**src/hdl/lqct_pkg.sv**
```systemverilog
// ----------------------------------------------------------------------------
// lqct_pkg
// Shared types and constants of the link quality cost tracker.
// ----------------------------------------------------------------------------
`default_nettype none
package lqct_pkg;

	localparam int CntW   = 16;
	localparam int SumW   = 32;
	localparam int NumW   = 39;                  // sum_failed * 100
	localparam int DivCntW = 6;

	localparam logic [15:0] CostMax       = 16'hFFFF;
	localparam logic [6:0]  PctFull       = 7'd100;
	localparam logic [4:0]  CostGapPct    = 5'd31;   // ratio above 30 percent
	localparam logic [7:0]  LevelGapMin   = 8'd54;   // 100 * gap / 255 above 20
	localparam logic [31:0] ReliableSent  = 32'd10;

	localparam logic [15:0] RstPerThreshold  = 16'd100;
	localparam logic [15:0] RstMaxReports    = 16'd10;
	localparam logic [7:0]  RstPerWeight     = 8'd1;
	localparam logic [7:0]  RstCqiWeight     = 8'd1;
	localparam logic [7:0]  RstLevel         = 8'd125;
	localparam logic [15:0] RstCost          = 16'd100;

	typedef enum logic [1:0] {
		REG_PER_THRESHOLD = 2'd0,
		REG_MAX_REPORTS   = 2'd1,
		REG_PER_WEIGHT    = 2'd2,
		REG_CQI_WEIGHT    = 2'd3
	} reg_idx_t;

	typedef enum logic [2:0] {
		ST_IDLE,
		ST_UPD,
		ST_NUM,
		ST_DIV,
		ST_PROD,
		ST_FIN
	} state_t;

	typedef struct packed {
		logic capture;
		logic update;
		logic div_start;
		logic prod;
		logic finish;
	} cmd_t;

	typedef struct packed {
		logic div_done;
	} status_t;

endpackage
`default_nettype wire

```
**src/hdl/lqct_if.sv**
```systemverilog
// ----------------------------------------------------------------------------
// lqct channel interfaces
// Report input channel and result output channel, valid/ready handshake.
// ----------------------------------------------------------------------------
`default_nettype none
interface lqct_in_if;
	logic        valid;
	logic        ready;
	logic        func;
	logic [7:0]  signal_level;
	logic [15:0] sent_count;
	logic [15:0] received_count;
	logic [15:0] failed_count;

	modport source (output valid, func, signal_level, sent_count, received_count,
		failed_count, input ready);
	modport sink (input valid, func, signal_level, sent_count, received_count,
		failed_count, output ready);
endinterface

interface lqct_out_if;
	logic        valid;
	logic        ready;
	logic        reevaluate;
	logic [15:0] fail_cost;
	logic [15:0] error_percent;
	logic [6:0]  quality_percent;
	logic [15:0] avg_sent;
	logic [15:0] avg_received;
	logic [15:0] avg_failed;

	modport source (output valid, reevaluate, fail_cost, error_percent,
		quality_percent, avg_sent, avg_received, avg_failed, input ready);
	modport sink (input valid, reevaluate, fail_cost, error_percent,
		quality_percent, avg_sent, avg_received, avg_failed, output ready);
endinterface
`default_nettype wire

```
**src/hdl/link_quality_cost_tracker.sv**
```systemverilog
// ----------------------------------------------------------------------------
// link_quality_cost_tracker
// Link diagnostic report tracker: error and quality percent, weighted cost,
// re-evaluate flag.
// ----------------------------------------------------------------------------
// channel   dir  handshake          payload
// in_ch     in   valid/ready        func, signal_level, sent/received/failed
// out_ch    out  valid/ready        reevaluate, fail_cost, percents, averages
// cfg       in   cfg_we (no ready)  cfg_index, cfg_wdata
//
// one report runs from accept to result through the 39-step bit-serial
// error divider; the tracker then returns to idle to accept the next report
// a finished result sits in the output register, so a new report is taken
// while it waits; a report only stalls at its last step if it is still held
// reset clears all tracker state at once, no clearing pass
`default_nettype none
module link_quality_cost_tracker (
	input  wire logic        clk,
	input  wire logic        arst_n,
	lqct_in_if.sink          in_ch,
	lqct_out_if.source       out_ch,
	input  wire logic        cfg_we,
	input  wire logic [1:0]  cfg_index,
	input  wire logic [15:0] cfg_wdata
);
	import lqct_pkg::*;

	cmd_t    cmd;
	status_t status;

	// sequencer: one report at a time, output valid flag
	lqct_ctrl u_ctrl (
		.clk       (clk),
		.arst_n    (arst_n),
		.in_valid  (in_ch.valid),
		.in_ready  (in_ch.ready),
		.out_valid (out_ch.valid),
		.out_ready (out_ch.ready),
		.status    (status),
		.cmd       (cmd)
	);

	// state, config registers, divider, cost and change test
	lqct_dp u_dp (
		.clk               (clk),
		.arst_n            (arst_n),
		.cmd               (cmd),
		.status            (status),
		.cfg_we            (cfg_we),
		.cfg_index         (cfg_index),
		.cfg_wdata         (cfg_wdata),
		.in_func           (in_ch.func),
		.in_level          (in_ch.signal_level),
		.in_sent           (in_ch.sent_count),
		.in_received       (in_ch.received_count),
		.in_failed         (in_ch.failed_count),
		.o_reevaluate      (out_ch.reevaluate),
		.o_fail_cost       (out_ch.fail_cost),
		.o_error_percent   (out_ch.error_percent),
		.o_quality_percent (out_ch.quality_percent),
		.o_avg_sent        (out_ch.avg_sent),
		.o_avg_received    (out_ch.avg_received),
		.o_avg_failed      (out_ch.avg_failed)
	);
endmodule
`default_nettype wire

```
**src/hdl/lqct_div.sv**
```systemverilog
// ----------------------------------------------------------------------------
// lqct_div
// Restoring divider, one quotient bit per cycle.
// ----------------------------------------------------------------------------
`default_nettype none
module lqct_div (
	input  wire logic                     clk,
	input  wire logic                     arst_n,
	input  wire logic                     start,
	input  wire logic [lqct_pkg::NumW-1:0] dividend,
	input  wire logic [lqct_pkg::SumW-1:0] divisor,
	output logic                          done,
	output logic [lqct_pkg::NumW-1:0]     quotient
);
	import lqct_pkg::*;

	logic                busy_q;
	logic                done_q;
	logic [DivCntW-1:0]  cnt_q;
	logic [NumW-1:0]     quo_q;
	logic [SumW-1:0]     rem_q;
	logic [SumW-1:0]     div_q;
	logic [SumW:0]       trial;
	logic                fits;

	always_comb begin
		trial = {rem_q, quo_q[NumW-1]};
		fits  = trial >= {1'b0, div_q};
	end

	always_ff @(posedge clk or negedge arst_n) begin
		if (!arst_n) begin
			busy_q <= 1'b0;
			done_q <= 1'b0;
			cnt_q  <= '0;
		end else begin
			done_q <= 1'b0;
			if (start) begin
				busy_q <= 1'b1;
				cnt_q  <= DivCntW'(NumW);
			end else if (busy_q) begin
				cnt_q <= cnt_q - 1'b1;
				if (cnt_q == DivCntW'(1)) begin
					busy_q <= 1'b0;
					done_q <= 1'b1;
				end
			end
		end
	end

	always_ff @(posedge clk) begin
		if (start) begin
			quo_q <= dividend;
			rem_q <= '0;
			div_q <= divisor;
		end else if (busy_q) begin
			quo_q <= {quo_q[NumW-2:0], fits};
			rem_q <= fits ? SumW'(trial - {1'b0, div_q}) : trial[SumW-1:0];
		end
	end

	assign done     = done_q;
	assign quotient = quo_q;
endmodule
`default_nettype wire

```
**src/hdl/lqct_dp.sv**
```systemverilog
// ----------------------------------------------------------------------------
// lqct_dp
// Datapath: tracker state, config registers, error divider, cost and decision.
// ----------------------------------------------------------------------------
`default_nettype none
module lqct_dp (
	input  wire logic              clk,
	input  wire logic              arst_n,
	input  wire lqct_pkg::cmd_t    cmd,
	output lqct_pkg::status_t      status,
	input  wire logic              cfg_we,
	input  wire logic [1:0]        cfg_index,
	input  wire logic [15:0]       cfg_wdata,
	input  wire logic              in_func,
	input  wire logic [7:0]        in_level,
	input  wire logic [15:0]       in_sent,
	input  wire logic [15:0]       in_received,
	input  wire logic [15:0]       in_failed,
	output logic                   o_reevaluate,
	output logic [15:0]            o_fail_cost,
	output logic [15:0]            o_error_percent,
	output logic [6:0]             o_quality_percent,
	output logic [15:0]            o_avg_sent,
	output logic [15:0]            o_avg_received,
	output logic [15:0]            o_avg_failed
);
	import lqct_pkg::*;

	logic [15:0] per_threshold_q, max_reports_q;
	logic [7:0]  per_weight_q, cqi_weight_q;

	logic        func_q;
	logic [15:0] sent_q, received_q, failed_q;
	logic [7:0]  level_now_q, level_ref_q;
	logic [15:0] cost_ref_q;
	logic [15:0] mean_sent_q, mean_received_q, mean_failed_q;
	logic [31:0] sum_sent_q, sum_received_q, sum_failed_q;
	logic [15:0] prev_sent_q, prev_received_q, prev_failed_q;
	logic [15:0] quiet_q;

	logic        err_ok_q;
	logic [6:0]  quality_q;
	logic [23:0] prod_err_q;
	logic [14:0] prod_cqi_q;
	logic [15:0] err_sat_q;
	logic        over_q;

	logic [NumW-1:0] numer, quotient;
	logic        div_done;
	logic [16:0] mean_s_sum, mean_r_sum, mean_f_sum;
	logic [14:0] level_x100;
	logic [8:0]  q_rem;
	logic [6:0]  quality;
	logic [15:0] err_sat;
	logic        over;
	logic [24:0] cost_sum;
	logic [15:0] cost;
	logic [15:0] ref_eff, cost_gap;
	logic [22:0] gap_x100, ref_x31;
	logic [7:0]  level_gap;
	logic        change;
	logic [16:0] quiet_next;

	// config writes
	always_ff @(posedge clk or negedge arst_n) begin
		if (!arst_n) begin
			per_threshold_q <= RstPerThreshold;
			max_reports_q   <= RstMaxReports;
			per_weight_q    <= RstPerWeight;
			cqi_weight_q    <= RstCqiWeight;
		end else if (cfg_we) begin
			case (reg_idx_t'(cfg_index))
				REG_PER_THRESHOLD: per_threshold_q <= cfg_wdata;
				REG_MAX_REPORTS:   max_reports_q   <= cfg_wdata;
				REG_PER_WEIGHT:    per_weight_q    <= cfg_wdata[7:0];
				REG_CQI_WEIGHT:    cqi_weight_q    <= cfg_wdata[7:0];
				default: ;
			endcase
		end
	end

	always_comb begin
		mean_s_sum = {1'b0, mean_sent_q} + {1'b0, sent_q};
		mean_r_sum = {1'b0, mean_received_q} + {1'b0, received_q};
		mean_f_sum = {1'b0, mean_failed_q} + {1'b0, failed_q};
		numer      = (NumW'(sum_failed_q) << 6) + (NumW'(sum_failed_q) << 5)
			+ (NumW'(sum_failed_q) << 2);
		// level * 100 / 255 with a single correction step
		level_x100 = 15'(level_now_q) * 15'd100;
		q_rem      = {1'b0, level_x100[7:0]} + {2'b0, level_x100[14:8]};
		quality    = level_x100[14:8] + 7'(q_rem >= 9'd255);
		err_sat    = (quotient[NumW-1:16] != '0) ? CostMax : quotient[15:0];
		over       = (quotient[NumW-1:16] != '0) || (quotient[15:0] > per_threshold_q);
		cost_sum   = 25'(prod_err_q) + 25'(prod_cqi_q);
		if (func_q && over_q)
			cost = CostMax;
		else
			cost = (cost_sum[24:16] != '0) ? CostMax : cost_sum[15:0];
		// gap is taken against the stored reference, a zero reference divides as one
		ref_eff    = (cost_ref_q == '0) ? 16'd1 : cost_ref_q;
		cost_gap   = (cost > cost_ref_q) ? cost - cost_ref_q : cost_ref_q - cost;
		gap_x100   = 23'(cost_gap) * 23'(PctFull);
		ref_x31    = 23'(ref_eff) * 23'(CostGapPct);
		level_gap  = (level_ref_q > level_now_q) ? level_ref_q - level_now_q
			: level_now_q - level_ref_q;
		change     = func_q ? (gap_x100 >= ref_x31) : (level_gap >= LevelGapMin);
		quiet_next = {1'b0, quiet_q} + 17'd1;
	end

	lqct_div u_div (
		.clk      (clk),
		.arst_n   (arst_n),
		.start    (cmd.div_start),
		.dividend (numer),
		.divisor  (sum_sent_q),
		.done     (div_done),
		.quotient (quotient)
	);

	assign status.div_done = div_done;

	always_ff @(posedge clk or negedge arst_n) begin
		if (!arst_n) begin
			level_now_q     <= RstLevel;
			level_ref_q     <= RstLevel;
			cost_ref_q      <= RstCost;
			mean_sent_q     <= 16'd1;
			mean_received_q <= '0;
			mean_failed_q   <= '0;
			sum_sent_q      <= '0;
			sum_received_q  <= '0;
			sum_failed_q    <= '0;
			prev_sent_q     <= '0;
			prev_received_q <= '0;
			prev_failed_q   <= '0;
			quiet_q         <= '0;
		end else begin
			if (cmd.capture)
				level_now_q <= in_level;
			if (cmd.update && func_q) begin
				sum_sent_q      <= sum_sent_q + 32'(16'(sent_q - prev_sent_q));
				sum_received_q  <= sum_received_q + 32'(16'(received_q - prev_received_q));
				sum_failed_q    <= sum_failed_q + 32'(16'(failed_q - prev_failed_q));
				prev_sent_q     <= sent_q;
				prev_received_q <= received_q;
				prev_failed_q   <= failed_q;
				mean_sent_q     <= (mean_s_sum[16:1] == '0) ? 16'd1 : mean_s_sum[16:1];
				mean_received_q <= mean_r_sum[16:1];
				mean_failed_q   <= mean_f_sum[16:1];
			end
			if (cmd.finish) begin
				if (change) begin
					quiet_q <= '0;
					if (func_q)
						cost_ref_q <= cost;
					else
						level_ref_q <= level_now_q;
				end else begin
					if (func_q)
						cost_ref_q <= ref_eff;
					if (quiet_next > {1'b0, max_reports_q})
						quiet_q <= '0;
					else
						quiet_q <= quiet_next[15:0];
				end
			end
		end
	end

	// item and intermediate registers
	always_ff @(posedge clk) begin
		if (cmd.capture) begin
			func_q     <= in_func;
			sent_q     <= in_sent;
			received_q <= in_received;
			failed_q   <= in_failed;
		end
		if (cmd.div_start) begin
			err_ok_q  <= func_q ? (sum_sent_q > ReliableSent) : (sum_sent_q != '0);
			quality_q <= quality;
		end
		if (cmd.prod) begin
			err_sat_q  <= err_ok_q ? err_sat : '0;
			over_q     <= err_ok_q && over;
			prod_err_q <= 24'(per_weight_q) * 24'(err_ok_q ? err_sat : 16'd0);
			prod_cqi_q <= 15'(cqi_weight_q) * 15'(PctFull - quality_q);
		end
		if (cmd.finish) begin
			o_reevaluate      <= change || (quiet_next > {1'b0, max_reports_q});
			o_fail_cost       <= cost;
			o_error_percent   <= err_sat_q;
			o_quality_percent <= quality_q;
			o_avg_sent        <= mean_sent_q;
			o_avg_received    <= mean_received_q;
			o_avg_failed      <= mean_failed_q;
		end
	end
endmodule
`default_nettype wire

```
**src/hdl/lqct_ctrl.sv**
```systemverilog
// ----------------------------------------------------------------------------
// lqct_ctrl
// Sequencer for one report and the output valid flag.
// ----------------------------------------------------------------------------
`default_nettype none
module lqct_ctrl (
	input  wire logic              clk,
	input  wire logic              arst_n,
	input  wire logic              in_valid,
	output logic                   in_ready,
	output logic                   out_valid,
	input  wire logic              out_ready,
	input  wire lqct_pkg::status_t status,
	output lqct_pkg::cmd_t         cmd
);
	import lqct_pkg::*;

	state_t state_q, state_d;
	logic   out_valid_q;
	logic   out_free;

	assign out_free = !out_valid_q || out_ready;

	always_comb begin
		state_d = state_q;
		case (state_q)
			ST_IDLE: if (in_valid) state_d = ST_UPD;
			ST_UPD:  state_d = ST_NUM;
			ST_NUM:  state_d = ST_DIV;
			ST_DIV:  if (status.div_done) state_d = ST_PROD;
			ST_PROD: state_d = ST_FIN;
			ST_FIN:  if (out_free) state_d = ST_IDLE;
			default: state_d = ST_IDLE;
		endcase
	end

	always_comb begin
		in_ready      = 1'b0;
		cmd           = '0;
		case (state_q)
			ST_IDLE: begin
				in_ready    = 1'b1;
				cmd.capture = in_valid;
			end
			ST_UPD:  cmd.update = 1'b1;
			ST_NUM:  cmd.div_start = 1'b1;
			ST_DIV:  ;
			ST_PROD: cmd.prod = 1'b1;
			ST_FIN:  cmd.finish = out_free;
			default: ;
		endcase
	end

	always_ff @(posedge clk or negedge arst_n) begin
		if (!arst_n) begin
			state_q     <= ST_IDLE;
			out_valid_q <= 1'b0;
		end else begin
			state_q <= state_d;
			if (cmd.finish)
				out_valid_q <= 1'b1;
			else if (out_ready)
				out_valid_q <= 1'b0;
		end
	end

	assign out_valid = out_valid_q;

`ifndef SYNTHESIS
	a_accept_starts: assert property (@(posedge clk) disable iff (!arst_n)
		in_valid && in_ready |=> state_q == ST_UPD) else $error("accept did not start");
	a_finish_free: assert property (@(posedge clk) disable iff (!arst_n)
		cmd.finish |-> (!out_valid_q || out_ready)) else $error("result overwritten");
	a_div_to_prod: assert property (@(posedge clk) disable iff (!arst_n)
		state_q == ST_DIV && status.div_done |=> state_q == ST_PROD)
		else $error("divider done missed");
	a_valid_from_fin: assert property (@(posedge clk) disable iff (!arst_n)
		$rose(out_valid_q) |-> $past(state_q) == ST_FIN) else $error("stray result");
`endif
endmodule
`default_nettype wire
```
**src/flat_wrapper.sv**
```systemverilog
// flat-port wrapper written by rule: the top's interface ports become plain ports
module link_quality_cost_tracker_flat import lqct_pkg::*;
  (clk, arst_n, cfg_we, cfg_index, cfg_wdata, in_ch_valid, in_ch_func, in_ch_signal_level, in_ch_sent_count, in_ch_received_count, in_ch_failed_count, in_ch_ready, out_ch_valid, out_ch_reevaluate, out_ch_fail_cost, out_ch_error_percent, out_ch_quality_percent, out_ch_avg_sent, out_ch_avg_received, out_ch_avg_failed, out_ch_ready);
  lqct_in_if in_ch_i ();
  lqct_out_if out_ch_i ();
  input  wire logic clk;
  input  wire logic arst_n;
  input  wire logic cfg_we;
  input  wire logic [1:0] cfg_index;
  input  wire logic [15:0] cfg_wdata;
  input wire logic [$bits(in_ch_i.valid)-1:0] in_ch_valid;
  input wire logic [$bits(in_ch_i.func)-1:0] in_ch_func;
  input wire logic [$bits(in_ch_i.signal_level)-1:0] in_ch_signal_level;
  input wire logic [$bits(in_ch_i.sent_count)-1:0] in_ch_sent_count;
  input wire logic [$bits(in_ch_i.received_count)-1:0] in_ch_received_count;
  input wire logic [$bits(in_ch_i.failed_count)-1:0] in_ch_failed_count;
  output wire logic [$bits(in_ch_i.ready)-1:0] in_ch_ready;
  output wire logic [$bits(out_ch_i.valid)-1:0] out_ch_valid;
  output wire logic [$bits(out_ch_i.reevaluate)-1:0] out_ch_reevaluate;
  output wire logic [$bits(out_ch_i.fail_cost)-1:0] out_ch_fail_cost;
  output wire logic [$bits(out_ch_i.error_percent)-1:0] out_ch_error_percent;
  output wire logic [$bits(out_ch_i.quality_percent)-1:0] out_ch_quality_percent;
  output wire logic [$bits(out_ch_i.avg_sent)-1:0] out_ch_avg_sent;
  output wire logic [$bits(out_ch_i.avg_received)-1:0] out_ch_avg_received;
  output wire logic [$bits(out_ch_i.avg_failed)-1:0] out_ch_avg_failed;
  input wire logic [$bits(out_ch_i.ready)-1:0] out_ch_ready;
  assign in_ch_i.valid = in_ch_valid;
  assign in_ch_i.func = in_ch_func;
  assign in_ch_i.signal_level = in_ch_signal_level;
  assign in_ch_i.sent_count = in_ch_sent_count;
  assign in_ch_i.received_count = in_ch_received_count;
  assign in_ch_i.failed_count = in_ch_failed_count;
  assign in_ch_ready = in_ch_i.ready;
  assign out_ch_valid = out_ch_i.valid;
  assign out_ch_reevaluate = out_ch_i.reevaluate;
  assign out_ch_fail_cost = out_ch_i.fail_cost;
  assign out_ch_error_percent = out_ch_i.error_percent;
  assign out_ch_quality_percent = out_ch_i.quality_percent;
  assign out_ch_avg_sent = out_ch_i.avg_sent;
  assign out_ch_avg_received = out_ch_i.avg_received;
  assign out_ch_avg_failed = out_ch_i.avg_failed;
  assign out_ch_i.ready = out_ch_ready;
  link_quality_cost_tracker u_core (.clk(clk), .arst_n(arst_n), .in_ch(in_ch_i), .out_ch(out_ch_i), .cfg_we(cfg_we), .cfg_index(cfg_index), .cfg_wdata(cfg_wdata));
endmodule
```
**config.mk**
```make
export PLATFORM = sky130hd
export DESIGN_NAME = link_quality_cost_tracker_flat
export DESIGN_NICKNAME = d
export VERILOG_FILES = /design/src/hdl/lqct_pkg.sv /design/src/hdl/lqct_if.sv /design/src/hdl/link_quality_cost_tracker.sv /design/src/hdl/lqct_div.sv /design/src/hdl/lqct_dp.sv /design/src/hdl/lqct_ctrl.sv /design/src/flat_wrapper.sv
export SDC_FILE = /design/constraint.sdc
export NUM_CORES = 2
export LEC_CHECK = 0
export ABC_CLOCK_PERIOD_IN_PS = 11000
export BUFFER_PORTS_ARGS = -buffer_cell sky130_fd_sc_hd__buf_4
export CORE_UTILIZATION = 50
export CTS_BUF_LIST = sky130_fd_sc_hd__clkbuf_8
export DETAILED_ROUTE_END_ITERATION = 8
export HOLD_SLACK_MARGIN = 0.05
export PLACE_DENSITY = 0.67
export SLEW_MARGIN = 20
export SYNTH_ARGS = -nofsm -noshare
export SYNTH_HDL_FRONTEND = slang
export SYNTH_SLANG_ARGS = --single-unit
```
**constraint.sdc**
```tcl
create_clock -name clk -period 11 [get_ports clk]
set_input_delay 3.3 -clock clk [delete_from_list [all_inputs] [get_ports clk]]
set_output_delay 3.3 -clock clk [all_outputs]
set_load 0.02 [all_outputs]
```
After elaboration in Yosys (flattened, before gate mapping). Cells that the tools add are included.

Register bits: 556. Input bits: 80. Logic and storage cells: 148.

$add $sub $neg: 20. Multiply operators: 5. Order comparisons: 9. Equality and inequality tests: 12. Muxes and demuxes: 38. Bitwise operators: 1. Reductions and logical operators: 23.

Operators by type and width (count): $mux 16 (12); $mux 39 (2); $add 32x16->32 (2); $sub 16x16->16 (4); $add 16x16->17 (3); $mul 16x5->21 const B (2); $add 38x37->39 (1); $add 39x34->39 (1); $ge 33x32->1 (1); $gt 16x16->1 (2); $gt 32x4->1 const B (1); $logic_not 16->1 (2); $mux 32 (1); $reduce_bool 32->1 (1); $sub 32x32->32 (1); $add 24x15->25 (1); $mul 8x16->24 (1); $ge 23x21->1 (1); $reduce_bool 23->1 (1); $pmux 3 s6 (1); $add 16x1->17 const B (1); $gt 17x16->1 (1); $mux 1 (16); $sub 8x8->8 (2); 29 further kinds (47).

Logic depth before layout (Yosys ltp).
Word-level depth: 10. Gate-level depth with buffers: 48. Gate-level depth less buffers: 46.

Hierarchy. A second synthesis with hierarchy kept.

Cells, all modules: 4395. Area, all modules: 43829.5 µm².

By module, submodules not included: lqct_dp (times used 1, cells each 3738, area each 37264.5 µm²); lqct_div (times used 1, cells each 633, area each 6343.6 µm²); lqct_ctrl (times used 1, cells each 24, area each 221.5 µm²).

Least setup slack after synthesis. Ideal clock, no wire load.

Path type: reg2reg. From: reg u_core.u_dp.prod_err_q[0]. To: reg u_core.u_dp.o_reevaluate (data pin). Arrival time: 9636 ps. Data required time: 10736 ps. Setup slack: 1100 ps. Stages on the path, launching flop included: 44. Period minus slack after synthesis: 9900 ps. Cells stage by stage: edfxtp_1 ha_1 fa_1 a211oi_1 o21ai_1 nand4b_1 a311oi_1 o21ai_1 nand4_2 a2111oi_4 and2_1 buf_4 and2b_2 inv_1 ha_1 a2111oi_0 o21ai_0 a221oi_1 (+8 left out) inv_1 fa_1 inv_1 ha_1 and4_1 or4b_1 o211ai_1 nor2_1 xnor2_1 ha_1 a21o_1 a21oi_1 o21bai_1 a221o_1 a21o_1 a2111oi_1 o21bai_2 buf_2.

Cells in the longest elaborated chain, start to end: 10.

RTL lines: from (decl) (line lqct_dp.sv:43) `logic [23:0] prod_err_q;`; from (signal assigned) (line lqct_dp.sv:185) `prod_err_q <= 24'(per_weight_q) * 24'(err_ok_q ? err_sat : 16'd0);`; $add 24x15->25 * (line lqct_dp.sv:94) `cost_sum = 25'(prod_err_q) + 25'(prod_cqi_q);`; $reduce_bool 9->1 (line lqct_dp.sv:98) `cost = (cost_sum[24:16] != '0) ? CostMax : cost_sum[15:0];`; $mux 16 * (line lqct_dp.sv:98); $mux 16 * (line lqct_dp.sv:95) `if (func_q && over_q)`; via u_core.u_dp.cost[11] (line lqct_dp.sv:57) `logic [15:0] cost;`; $sub 16x16->16 / $gt 16x16->1 (equally long branches) (line lqct_dp.sv:101) `cost_gap = (cost > cost_ref_q) ? cost - cost_ref_q : cost_ref_q - cost;`; $mux 16 * (line lqct_dp.sv:101); $mul 16x5->21 * (line lqct_dp.sv:102) `gap_x100 = 23'(cost_gap) * 23'(PctFull);`; $ge 23x21->1 * (line lqct_dp.sv:106) `change = func_q ? (gap_x100 >= ref_x31) : (level_gap >= LevelGapMin);`; $mux 1 * (line lqct_dp.sv:106); $logic_or 1x1->1 * (line lqct_dp.sv:189) `o_reevaluate <= change || (quiet_next > {1'b0, max_reports_q});`; to (signal assigned) (line lqct_dp.sv:189); to (decl) (line lqct_dp.sv:19) `output logic o_reevaluate,`.

The timed path passes the listed nets; every way through them passes the cells marked *. A chain may end at the register's enable or synchronous reset.

Final worst setup path.
From: reg u_core.u_dp.prod_err_q[1]. To: reg u_core.u_dp.cost_ref_q[6].

Cells in the longest elaborated chain, start to end: 10.

RTL lines: $add 24x15->25 * (line lqct_dp.sv:94); $reduce_bool 9->1 (line lqct_dp.sv:98); $mux 16 * (line lqct_dp.sv:98); $mux 16 * (line lqct_dp.sv:95); via u_core.u_dp.cost[14] (line lqct_dp.sv:57); $sub 16x16->16 / $gt 16x16->1 (equally long branches) (line lqct_dp.sv:101); $mux 16 * (line lqct_dp.sv:101); $mul 16x5->21 * (line lqct_dp.sv:102); $ge 23x21->1 * (line lqct_dp.sv:106); $mux 1 * (line lqct_dp.sv:106); $mux 16 * (line lqct_dp.sv:152) `if (change) begin`; to (signal assigned) (line lqct_dp.sv:126) `cost_ref_q <= RstCost;`; to (signal assigned) (line lqct_dp.sv:155) `cost_ref_q <= cost;`; to (signal assigned) (line lqct_dp.sv:160) `cost_ref_q <= ref_eff;`; to (decl) (line lqct_dp.sv:35) `logic [15:0] cost_ref_q;`.

The timed path passes the listed nets; every way through them passes the cells marked *. The select of a mux whose other input is x is not followed.

==> out/results.ini <==
[floorplanning]
die_x_um = 295.1
row_count = 107
die_h_um = 295.1
ioPinCount = 170
core-area_um2 = 85150
dieArea_um2 = 87100
initial_core_util_pct = 50.45

[synth]
ys_seq_elements = 556
synth_xor_area_share_pct = 6.585
synth_cell_types = 98
synth_fa_ha_area_share_pct = 24.73
syn_area_um2 = 42960
syn_nets = 5118
postSynthAreaPerCell_um2 = 9.947
synth_edf_count = 272
synth_flop_cell = edfxtp_1
yosysSeqAreaShare_pct = 35.25
synth_top_family_by_area = adder cells
yosys_warnings = 0
synth_compound_area_share_pct = 14.26
async_flop_share_pct = 45.32
synth_cells = 4319
synthMuxAreaShare_pct = 1.715
synth-simple-area-share_pct = 12.61

[critical_path]
crit_fanout = 13
crit_required_ns = 11.65
crit_type = register to register
reg2reg_from = u_core.u_dp.prod_err_q[1]
endpoint_kind = register
critPathArrivalTime_ns = 11.23
cp-start-kind = register
reg2reg_depth = 44
path_common_cell = ha_1
max_stage_delay_ns = 0.53
crit_path_top_delay_cell = fa_1
r2r_end = u_core.u_dp.cost_ref_q[6]
crit_path_start = u_core.u_dp.prod_err_q[1]
rrSetupSlack_ns = 0.42
endpoint = u_core.u_dp.cost_ref_q[6]

[drt]
postRouteAntennaNets = 0
vias = 31185
drt-total-wl_um = 96580
via_per_inst = 5.430
first_pass_iters = 7
dr.first_iter.drc_count = 1655
drc = 0
post_drt_wl_per_cell_um = 16.82

[sta]
period_share_pct = 96.16
finalSetupViolations = 0
relSlewSlack_pct = 32.36
fin_setup_tns_ns = 0
max_freq_mhz = 94.54
fin_worst_skew_ns = 0.06842
period_needed_ns = 10.58
drv_slew = 0
tightest_slew_ns = 1.013
hold_viol = 0

[global_route]
grt_usage_pct = 22.69
grt_pass1_wl_um = 159500
grt_max_degree = 122
antenna_found_initial = 3
overflow = 0
grt_pass1_vias = 31425

[clock_network]
htreeDepth = 3
clockBufferDepth = 3
clock_sinks = 556
tritoncts = yes
cts_root_buf = clkbuf_8
clk_pin_slew_ns = 0.07
cts_buffers = 99
clkLatencyLatePin_ns = 0.74
cts_hold_buffers = 0

[min_path]
hold_class = register to register

[status]
status = finished clean

[final_layout]
final_common_cell = ha_1
fin_cells = 5743
final_layout_size_suffix_gt1_share_pct = 10.17
areaGrowthSynthToFinish_pct = 11.03
final_nets = 5308
final_cell_mix = ha_1, inv_1, nand2_1

[placed_design]
io_buffers = 169
place_hpwl_um = 72790
placedCellCount = 5546
gp_congestion = 0.9088

[job]
drv_cap = 0

==> layer usage <==
| metal | up-vias | wire length (um) | GRT usage [%] |
|---|---|---|---|
| met1 | 14922 | 43600 | 29.75 |
| met2 | 655 | 45420 | 38.39 |
| li1 | 15435 | - | - |
| met4 | 0 | 2424 | 6.609 |
| met3 | 173 | 5130 | 3.954 |
| met5 | - | 0 | 0 |
==> critical path: cells and delay by family, from the launching register on <==
kind                       cells  cell delay, ns
muxes                          1            0.28
adders and majority gates      7            2.44
buffers and inverters          6            0.74
DFF                            1            0.43
xor gates and xnor gates       2            0.31
AOI/OAI and AO/OA             18            4.13
and+or+nand+nor               10            2.18
==> cells in the mapped netlist, types with 11 or more instances <==
cell type | n | area share [%]
a2111oi_0 | 11 | 0.22
a211oi_1 | 21 | 0.37
a21o_1 | 110 | 1.9
a21oi_1 | 244 | 2.8
a31oi_1 | 22 | 0.32
and2_1 | 108 | 1.6
and3_1 | 36 | 0.52
clkbuf_1 | 93 | 0.81
dfrtp_1 | 229 | 13
dfstp_2 | 23 | 1.4
dfxtp_1 | 32 | 1.5
edfxtp_1 | 272 | 19
fa_1 | 217 | 10
ha_1 | 502 | 15
inv_1 | 428 | 3.7
mux2_2 | 37 | 0.97
mux2i_1 | 32 | 0.75
nand2_1 | 452 | 3.9
nand2b_1 | 42 | 0.61
nand3_1 | 81 | 0.94
nand3b_1 | 13 | 0.23
nand4_1 | 27 | 0.39
nor2_1 | 200 | 1.7
nor2b_1 | 39 | 0.57
nor3_1 | 55 | 0.64
nor3b_1 | 12 | 0.21
nor4_1 | 19 | 0.28
o211ai_1 | 18 | 0.31
o21a_1 | 46 | 0.80
o21ai_0 | 321 | 3.7
o21bai_1 | 45 | 0.79
or3_1 | 18 | 0.26
xnor2_1 | 187 | 3.8
xor2_1 | 136 | 2.8
==> cell type report <==
| cell class | count | area [um^2] |
|---|---|---|
| tap | 1144 | 1431 |
| sequential | 556 | 15140 |
| antenna | 5 | 12.51 |
| inverter | 429 | 1613 |
| timing repair buffer | 200 | 1538 |
| fill | 7524 | 37450 |
| clock buffer | 110 | 1514 |
| multi-input combinational | 3223 | 25880 |
| clock inverter | 76 | 564.3 |
==> through the flow <==
stage | util, % | hold slack [ns] | worst slack [ns] | area (um^2)
2_1_floorplan | - | 0.4003 | 1.100 | 42960
3_3_place_gp | 53.33 | 0.4024 | 0.4427 | 45410
3_5_place_dp | 53.33 | 0.4045 | 0.1007 | 45410
4_1_cts | 55.78 | 0.4190 | 0.01343 | 47490
5_1_grt | 56.01 | 0.4304 | -0.1113 | 47690
6_report | 56.02 | 0.4176 | 0.4222 | 47700
==> worst min path at each step <==
| stage | startpoint | cells after the start | slack (ns) | endpoint |
|---|---|---|---|---|
| finish | u_core.u_dp.err_sat_q[12] | 0 | 0.42 | u_core.u_dp.o_error_percent[12] |
| global route | u_core.u_dp.err_sat_q[12] | 0 | 0.43 | u_core.u_dp.o_error_percent[12] |
| CTS | u_core.u_dp.err_sat_q[12] | 0 | 0.42 | u_core.u_dp.o_error_percent[12] |
| detailed placement | u_core.u_dp.err_sat_q[12] | 0 | 0.40 | u_core.u_dp.o_error_percent[12] |
| global placement | u_core.u_dp.err_sat_q[1] | 0 | 0.40 | u_core.u_dp.o_error_percent[1] |
| floorplan | u_core.u_dp.err_sat_q[0] | 0 | 0.40 | u_core.u_dp.o_error_percent[0] |
==> what timing repair did <==
action                                  CTS  global route
setup buffers                             0             5
gates resized for setup                   0            27
endpoints found under the setup margin    0            33
==> state kept, by name, summed over array words and instances (netlist names), 24 cells and up <==
register	flops
u_core.u_dp.u_div.rem_q	32
u_core.u_dp.u_div.quotient	39
u_core.u_dp.prod_err_q	24
u_core.u_dp.sum_failed_q	32
u_core.u_dp.sum_sent_q	32
u_core.u_dp.u_div.div_q	32
==> cell families (layout without fill, tap and decap cells) <==
family	Yosys count	after routing
flip-flops	556	556
AO/OA/AOI/OAI	975	975
other	0	5
buffers and inverters	540	815
XOR/XNOR	323	323
AND/OR/NAND/NOR	1137	1137
multiplexers	69	69
adder cells (fa/ha/maj)	719	719
Power is not shown: default switching activity piles up to over one toggle a cycle in this logic, so the estimate is an artifact.
